===== config.mk =====
export PLATFORM = sky130hd
export DESIGN_NAME = gamepad_report_decoder
export DESIGN_NICKNAME = d
export VERILOG_FILES = /design/src/hdl/grpd_pkg.sv /design/src/hdl/grpd_cell.sv /design/src/hdl/grpd_decode.sv /design/src/hdl/gamepad_report_decoder.sv
export SDC_FILE = /design/constraint.sdc
export NUM_CORES = 1
export LEC_CHECK = 0
export BUFFER_PORTS_ARGS = -buffer_cell sky130_fd_sc_hd__buf_4
export CAP_MARGIN = 20
export CORE_ASPECT_RATIO = 0.5
export CORE_MARGIN = 2
export CORE_UTILIZATION = 35
export DETAILED_ROUTE_END_ITERATION = 8
export GPL_TIMING_DRIVEN = 0
export HOLD_SLACK_MARGIN = 0.06
export PLACE_DENSITY_LB_ADDON = 0.12
export SYNTH_ARGS = -nofsm -noshare
export SYNTH_HDL_FRONTEND = slang
export SYNTH_SLANG_ARGS = --single-unit

===== constraint.sdc =====
create_clock -name aclk -period 3.43 [get_ports aclk]
set_input_delay 0 -clock aclk [delete_from_list [all_inputs] [get_ports aclk]]
set_output_delay 0 -clock aclk [all_outputs]
set_load 0.1 [all_outputs]

===== src/hdl/grpd_pkg.sv =====
// shared types, constants and hat lookup for the gamepad report decoder
`default_nettype none

package grpd_pkg;

    localparam int unsigned HELD_DEPTH    = 13;
    localparam int unsigned BYTE_W        = 8;
    localparam int unsigned BTN_W         = 15;
    localparam int unsigned CFG_ADDR_W    = 2;

    // register indexes on the configuration port
    localparam logic [CFG_ADDR_W-1:0] REG_FULL_ID  = 2'd0;
    localparam logic [CFG_ADDR_W-1:0] REG_CMD_ID   = 2'd1;
    localparam logic [CFG_ADDR_W-1:0] REG_BASIC_ID = 2'd2;

    localparam logic [BYTE_W-1:0] FULL_ID_RESET  = 8'd48;
    localparam logic [BYTE_W-1:0] CMD_ID_RESET   = 8'd33;
    localparam logic [BYTE_W-1:0] BASIC_ID_RESET = 8'd63;

    // hat codes of the basic report
    localparam logic [3:0] HAT_UP         = 4'd0;
    localparam logic [3:0] HAT_UP_RIGHT   = 4'd1;
    localparam logic [3:0] HAT_RIGHT      = 4'd2;
    localparam logic [3:0] HAT_DOWN_RIGHT = 4'd3;
    localparam logic [3:0] HAT_DOWN       = 4'd4;
    localparam logic [3:0] HAT_DOWN_LEFT  = 4'd5;
    localparam logic [3:0] HAT_LEFT       = 4'd6;
    localparam logic [3:0] HAT_UP_LEFT    = 4'd7;

    typedef logic [HELD_DEPTH-1:0][BYTE_W-1:0] held_t;

    typedef struct packed {
        logic shift;    // a byte is taken this cycle
        logic restart;  // that byte ends the report
    } cell_ctl_t;

    typedef struct packed {
        logic                    accepted;
        logic [BTN_W-1:0]        buttons;
        logic signed [BYTE_W-1:0] left_x;
        logic signed [BYTE_W-1:0] left_y;
        logic signed [BYTE_W-1:0] right_x;
        logic signed [BYTE_W-1:0] right_y;
    } result_t;

    // returns {right, left, down, up}
    function automatic logic [3:0] hat_dirs(input logic [3:0] hat);
        logic [3:0] d;
        case (hat)
            HAT_UP:         d = 4'b0001;
            HAT_UP_RIGHT:   d = 4'b1001;
            HAT_RIGHT:      d = 4'b1000;
            HAT_DOWN_RIGHT: d = 4'b1010;
            HAT_DOWN:       d = 4'b0010;
            HAT_DOWN_LEFT:  d = 4'b0110;
            HAT_LEFT:       d = 4'b0100;
            HAT_UP_LEFT:    d = 4'b0101;
            default:        d = 4'b0000;
        endcase
        return d;
    endfunction

endpackage

`default_nettype wire


===== src/hdl/grpd_cell.sv =====
// one byte cell of the capture chain: holds a byte and passes the write token on
`default_nettype none

module grpd_cell (
    input  wire logic                        aclk,
    input  wire logic                        aresetn,
    input  wire grpd_pkg::cell_ctl_t         ctl_i,
    input  wire logic                        first_i,
    input  wire logic                        token_i,
    input  wire logic [grpd_pkg::BYTE_W-1:0] byte_i,
    output logic                             token_o,
    output logic [grpd_pkg::BYTE_W-1:0]      data_o
);

    logic                        token_reg;
    logic                        token_next;
    logic [grpd_pkg::BYTE_W-1:0] byte_reg;
    logic                        write;

    assign write = ctl_i.shift & token_reg;

    always_comb begin
        if (ctl_i.restart) begin
            token_next = first_i;
        end else if (ctl_i.shift) begin
            token_next = token_i;
        end else begin
            token_next = token_reg;
        end
    end

    always_ff @(posedge aclk) begin
        if (!aresetn) begin
            token_reg <= first_i;
        end else begin
            token_reg <= token_next;
        end
    end

    always_ff @(posedge aclk) begin
        if (write) begin
            byte_reg <= byte_i;
        end
    end

    assign token_o = token_reg;
    // the byte written this cycle is already visible to the decoder
    assign data_o  = write ? byte_i : byte_reg;

endmodule

`default_nettype wire


===== src/hdl/grpd_decode.sv =====
// report classification and field unpacking at end of report
`default_nettype none

module grpd_decode (
    input  wire grpd_pkg::held_t             held_i,
    input  wire logic                        len12_i,
    input  wire logic                        len13_i,
    input  wire logic                        skip_i,
    input  wire logic [grpd_pkg::BYTE_W-1:0] full_id_i,
    input  wire logic [grpd_pkg::BYTE_W-1:0] cmd_id_i,
    input  wire logic [grpd_pkg::BYTE_W-1:0] basic_id_i,
    output grpd_pkg::result_t                result_o,
    output logic                             skip_clear_o
);

    logic [grpd_pkg::BYTE_W-1:0] id;
    logic                        is_full;
    logic                        is_basic;
    logic [grpd_pkg::BTN_W-1:0]  btn_full;
    logic [grpd_pkg::BTN_W-1:0]  btn_basic;
    logic [3:0]                  hat;
    logic [grpd_pkg::BYTE_W-1:0] fl_x;
    logic [grpd_pkg::BYTE_W-1:0] fl_y;
    logic [grpd_pkg::BYTE_W-1:0] fr_x;
    logic [grpd_pkg::BYTE_W-1:0] fr_y;

    assign id       = held_i[0];
    assign is_full  = ((id == full_id_i) || (id == cmd_id_i)) && len13_i;
    assign is_basic = !is_full && (id == basic_id_i) && len12_i;
    assign skip_clear_o = is_basic & skip_i;

    assign btn_full = {held_i[5][5], held_i[5][4], held_i[5][7], held_i[5][6],
                       held_i[4][3], held_i[4][7], held_i[4][6],
                       held_i[3][0], held_i[5][0], held_i[3][1], held_i[5][1],
                       held_i[3][7], held_i[3][6], held_i[3][5], held_i[3][4]};

    assign hat = grpd_pkg::hat_dirs(held_i[3][3:0]);

    assign btn_basic = {hat, held_i[2][3], held_i[2][7], held_i[2][6],
                        held_i[1][0], held_i[1][1], held_i[1][2], held_i[1][3],
                        held_i[1][5], held_i[1][4], held_i[1][7], held_i[1][6]};

    // packed 12-bit axes: top eight bits minus center; y is negated with +128 clamped
    assign fl_x = {held_i[7][3:0], held_i[6][7:4]} ^ 8'h80;
    assign fr_x = {held_i[10][3:0], held_i[9][7:4]} ^ 8'h80;
    assign fl_y = (held_i[8]  == 8'd0) ? 8'h7F : (8'h80 - held_i[8]);
    assign fr_y = (held_i[11] == 8'd0) ? 8'h7F : (8'h80 - held_i[11]);

    always_comb begin
        result_o = '0;
        if (is_full) begin
            result_o.accepted = 1'b1;
            result_o.buttons  = btn_full;
            result_o.left_x   = fl_x;
            result_o.left_y   = fl_y;
            result_o.right_x  = fr_x;
            result_o.right_y  = fr_y;
        end else if (is_basic && !skip_i) begin
            result_o.accepted = 1'b1;
            result_o.buttons  = btn_basic;
            result_o.left_x   = held_i[4]  ^ 8'h80;
            result_o.left_y   = held_i[6]  ^ 8'h80;
            result_o.right_x  = held_i[8]  ^ 8'h80;
            result_o.right_y  = held_i[10] ^ 8'h80;
        end
    end

endmodule

`default_nettype wire


===== src/hdl/gamepad_report_decoder.sv =====
// Gamepad report decoder: captures report bytes and emits one decoded word per report.
// Takes one byte per cycle; the result word appears in the cycle after the report's last byte is taken.
// Throughput is one byte per cycle, set by the capture cell chain; only a report's last byte
// waits, and only while the previous result word has not been taken.
// Reset (aresetn low, synchronous) puts the write token in cell 0, empties the output,
// arms the first-basic-report drop and restores the default report ids.
`default_nettype none

module gamepad_report_decoder (
    input  wire logic        aclk,
    input  wire logic        aresetn,
    // configuration
    input  wire logic        cfg_we,
    input  wire logic [1:0]  cfg_addr,
    input  wire logic [7:0]  cfg_wdata,
    // input stream
    input  wire logic        s_tvalid,
    output logic             s_tready,
    input  wire logic [7:0]  s_tdata,   // report_byte
    input  wire logic        s_tlast,
    // result stream
    output logic             m_tvalid,
    input  wire logic        m_tready,
    output logic [47:0]      m_tdata,   // buttons, left_x, left_y, right_x, right_y, pad
    output logic             m_tuser    // accepted
);

    localparam int unsigned N = grpd_pkg::HELD_DEPTH;

    logic [7:0]              full_id_reg;
    logic [7:0]              cmd_id_reg;
    logic [7:0]              basic_id_reg;
    logic                    skip_reg;
    logic                    ovf_reg;
    logic                    ovf_next;
    logic                    m_valid_reg;
    logic                    m_valid_next;
    grpd_pkg::result_t       result_reg;
    grpd_pkg::result_t       result_dec;
    grpd_pkg::cell_ctl_t     ctl;
    grpd_pkg::held_t         held;
    logic [N-1:0]            tokens;
    logic                    s_accept;
    logic                    load;
    logic                    skip_clear;
    logic                    len12;
    logic                    len13;

    // only the last byte needs the output register free
    assign s_tready = !m_valid_reg || m_tready || !s_tlast;
    assign s_accept = s_tvalid && s_tready;
    assign load     = s_accept && s_tlast;
    assign ctl.shift   = s_accept;
    assign ctl.restart = load;

    always_ff @(posedge aclk) begin
        if (!aresetn) begin
            full_id_reg  <= grpd_pkg::FULL_ID_RESET;
            cmd_id_reg   <= grpd_pkg::CMD_ID_RESET;
            basic_id_reg <= grpd_pkg::BASIC_ID_RESET;
        end else if (cfg_we) begin
            case (cfg_addr)
                grpd_pkg::REG_FULL_ID:  full_id_reg  <= cfg_wdata;
                grpd_pkg::REG_CMD_ID:   cmd_id_reg   <= cfg_wdata;
                grpd_pkg::REG_BASIC_ID: basic_id_reg <= cfg_wdata;
                default: ;
            endcase
        end
    end

    genvar i;
    generate
        for (i = 0; i < N; i++) begin : g_cell
            grpd_cell u_cell (
                .aclk    (aclk),
                .aresetn (aresetn),
                .ctl_i   (ctl),
                .first_i ((i == 0) ? 1'b1 : 1'b0),
                .token_i ((i == 0) ? 1'b0 : tokens[(i == 0) ? 0 : i-1]),
                .byte_i  (s_tdata),
                .token_o (tokens[i]),
                .data_o  (held[i])
            );
        end
    endgenerate

    // token past the last cell: report already fills the chain
    always_comb begin
        if (ctl.restart) begin
            ovf_next = 1'b0;
        end else if (ctl.shift) begin
            ovf_next = ovf_reg | tokens[N-1];
        end else begin
            ovf_next = ovf_reg;
        end
    end

    assign len13 = tokens[N-1] | ovf_reg;
    assign len12 = tokens[N-2] | len13;

    grpd_decode u_decode (
        .held_i       (held),
        .len12_i      (len12),
        .len13_i      (len13),
        .skip_i       (skip_reg),
        .full_id_i    (full_id_reg),
        .cmd_id_i     (cmd_id_reg),
        .basic_id_i   (basic_id_reg),
        .result_o     (result_dec),
        .skip_clear_o (skip_clear)
    );

    assign m_valid_next = load ? 1'b1 : (m_tready ? 1'b0 : m_valid_reg);

    always_ff @(posedge aclk) begin
        if (!aresetn) begin
            ovf_reg     <= 1'b0;
            skip_reg    <= 1'b1;
            m_valid_reg <= 1'b0;
        end else begin
            ovf_reg     <= ovf_next;
            m_valid_reg <= m_valid_next;
            if (load && skip_clear) begin
                skip_reg <= 1'b0;
            end
        end
    end

    always_ff @(posedge aclk) begin
        if (load) begin
            result_reg <= result_dec;
        end
    end

    assign m_tvalid = m_valid_reg;
    assign m_tuser  = result_reg.accepted;
    assign m_tdata  = {1'b0, result_reg.right_y, result_reg.right_x,
                       result_reg.left_y, result_reg.left_x, result_reg.buttons};

    a_token_onehot: assert property (@(posedge aclk) disable iff (!aresetn)
        $onehot({ovf_reg, tokens}))
        else $error("write token lost or duplicated");

    a_restart_token: assert property (@(posedge aclk) disable iff (!aresetn)
        load |=> (tokens[0] && !ovf_reg))
        else $error("token not back at first cell after report end");

    a_reject_zero: assert property (@(posedge aclk) disable iff (!aresetn)
        (m_valid_reg && !result_reg.accepted) |-> (m_tdata == '0))
        else $error("rejected report carries nonzero fields");

    a_skip_no_rise: assert property (@(posedge aclk) disable iff (!aresetn)
        !$rose(skip_reg))
        else $error("first-basic drop flag re-armed");

    a_skip_only_basic: assert property (@(posedge aclk) disable iff (!aresetn)
        $fell(skip_reg) |-> ($past(load) && m_valid_reg && !result_reg.accepted))
        else $error("drop flag cleared without a dropped report");

endmodule

`default_nettype wire


==> results.sh <==
export IMPL_outcome="finished, final reports clean"
export IMPL_min_path_type="input port to flop"
export IMPL_dieArea_um2=22610
export IMPL_dr_wl_met3_um=787
export IMPL_first_iter_violations=327
export IMPL_cts_root_buf="clkbuf_16"
export IMPL_clock_sinks=169
export IMPL_synth_cells=684
export IMPL_num_io_pins=75
export IMPL_yosysWarnings=0
export IMPL_rsz0062_at_grt="true"
export IMPL_switchingPower_mw=1.221
export IMPL_vias_per_cell=5.254
export IMPL_start_util=0.3603
export IMPL_crit_type="flop to flop"
export IMPL_port_buffers=72
export IMPL_grt_use_total=0.1853
export IMPL_cts_tree="built"
export IMPL_synth_area_um2=7473
export IMPL_rows=37
export IMPL_pwr_share_comb=0.106
export IMPL_grt_overflow_total=0
export IMPL_yosysMostFrequentCell="dfxtp_1"
export IMPL_drc=0
export IMPL_antenna_found_initial=0
export IMPL_synth_edf_count=48
export IMPL_cp_arrival_ps=3420
export IMPL_synth_fp_nets=710
export IMPL_drv_slew=0
export IMPL_synth_largest_area_cell="dfxtp_1"
export IMPL_critPathCaptureType="flop"
export IMPL_clk_path_buf_depth=2
export IMPL_ys_async_sr_fraction=0
export IMPL_sw_frac_of_total=0.2601
export IMPL_firstDrtPassIters=5
export IMPL_largest_reg_flops=81
export IMPL_wl_met2_um=8804
export IMPL_fin_util=0.4424
export IMPL_clock_skew_ps=12.75
export IMPL_highest_layer="met4"
export IMPL_grt_max_degree=28
export IMPL_gp_congestion=0.8132
export IMPL_hold_ws_ps=97.72
export IMPL_maxCapViolCount=0
export IMPL_ys_seq_area_frac=0.5170
export IMPL_wl_met1_um=10640
export IMPL_max_slew_margin=0.3922
export IMPL_die_w_um=210.7
export IMPL_path_max_fanout=10
export IMPL_p_int_mw=3.472
export IMPL_yosysTopAreaCellShare=0.3241
export IMPL_clkPwrFrac=0.431
export IMPL_wl_per_cell_um=18.90
export IMPL_grt_pass1_vias=5413
export IMPL_cp_start_kind="flop"
export IMPL_routed_wl_um=20400
export IMPL_insertion_delay_ps=430
export IMPL_min_period_ps=3285
export IMPL_cts_buffers=17
export IMPL_drive_above_1_share=0.2556
export IMPL_required_ps=3570
export IMPL_p_per_area_nw_per_um2=511.5
export IMPL_tightest_slew_ps=911.7
export IMPL_grt_pass1_wl_um=31660
export IMPL_nets=819
export IMPL_hold_viol=0
export IMPL_peakVddDrop_mv=0.3843
export IMPL_postSynthAreaPerCell_um2=10.93
export IMPL_ant_nets=0
export IMPL_core_area_um2=20740
export IMPL_period_share=0.9577
export IMPL_p_leak_nw=3.881
export IMPL_synthFlopType="dfxtp_1"
export IMPL_pwr_share_seq=0.463
export IMPL_antenna_cells=0
export IMPL_ys_types=53
export IMPL_die_y_um=107.3
export IMPL_finalSetupViolCount=0
export IMPL_vias=5669
export IMPL_clkTransAtPathRegs_ps=70
export IMPL_area_growth_pct=22.77
export IMPL_hpwl_um=14370
export IMPL_max_freq_mhz=304.4
export IMPL_synth_seq_cells=169
export IMPL_synth_common_cells="dfxtp_1 (121), mux2_2 (73), nand2_1 (52)"
export IMPL_htreeDepth=4
export IMPL_synthTopCellsByArea="dfxtp_1 (32%), edfxtp_1 (19%), mux2_2 (11%), mux2i_1 (6.0%), nand4_1 (2.9%)"
critical path, stage by stage (launching register included):
cell,delay (ps)
dfxtp_2,320
and3b_1,180
buf_6,140
inv_6,80
nand4_1,300
and3_1,320
nor4_1,320
and4_1,350
buf_4,220
o22a_1,140
buf_4,160
clkbuf_2,260
o21ai_0,190
metal layers:
| metal | GRT usage | vias to the layer above |
|---|---|---|
| met5 | 0 | - |
| met4 | 0.04326 | 0 |
| met3 | 0.03151 | 12 |
| met2 | 0.2857 | 109 |
| met1 | 0.2708 | 2782 |
| li1 | - | 2766 |
cell type report:
type                       count  area [um2]
fill                        2016       11560
clock buffer                  18       429.2
tap                          273       341.6
timing repair buffer          90       730.7
clock inverter                14       186.4
multi-input combinational    448        3288
sequential                   169        3865
buffer                        53       276.5
inverter                      14       57.56
stage by stage:
step           setup slack, ps  setup TNS, ps  std cells  area (um2)  power (mW)
2_1_floorplan            72.80              0        684        7475       2.562
3_3_place_gp            -224.6          -2543       1029        8357       2.688
3_5_place_dp            -108.9         -244.5       1030        8378       2.699
4_1_cts                  36.39              0       1079        9169       4.727
5_1_grt                 -4.939         -12.21       1079        9175       4.855
6_report                 145.0              0       1079        9175       4.693
placed cells by master, fill, tap and decap left out, types with 12 or more instances in the layout:
cell type      instances
o21ai_0               15
edfxtp_1              48
o21ai_1               12
nor4_1                15
inv_1                 13
dfxtp_1              120
nand3_1               19
nand2_1               52
buf_4                 82
mux2_2                73
clkbuf_16             17
o221ai_1              17
clkbuf_1              34
dlygate4sd3_1         17
nor2_1                18
a21oi_1               41
mux2i_1               45
nand4_1               35
and3_1                21
nor2b_1               12
and4_1                12
path summary, 6_finish.rpt:
kind	startpoint	depth (start not counted)	slack, ps	to
worst min register to register	g_cell[4].u_cell.token_o	2	460	g_cell[4].u_cell.token_o
worst min-delay path	s_tdata[0]	3	100	g_cell[0].u_cell.byte_reg[0]
worst max-delay path	m_tvalid	12	140	m_tdata[10]
worst max register to register	m_tvalid	12	140	m_tdata[10]
logic make-up (layout without fill, tap and decap cells):
logic type                 after synthesis  count (layout)  share of synthesized area
AOI/OAI and AO/OA                      102             102                    0.08589
xor gates and xnor gates                 9               9                    0.01055
adders and majority gates                2               2                   0.003348
buffers and inverters                   67             189                    0.04470
DFF                                    169             169                     0.5170
muxes                                  123             123                     0.1808
other                                    1               1                  0.0005018
and+or+nand+nor                        211             211                     0.1572
repair_timing:
action | 4_1_cts | 5_1_grt
endpoints found under the setup margin | 6 | 39
endpoints found under the hold margin | 32 | 0
setup buffers | 0 | 0
gates resized for setup | 1 | 5
hold buffers | 17 | 0
power by group through the flow:
stage | Clock, mW | Combinational [mW] | Sequential, mW
floorplan | 0 | 0.215 | 2.35
global placement | 0 | 0.470 | 2.22
detailed placement | 0 | 0.479 | 2.22
CTS | 2.06 | 0.496 | 2.17
global route | 2.14 | 0.529 | 2.19
finish | 2.02 | 0.497 | 2.17
(Power assumes the default switching activity.)
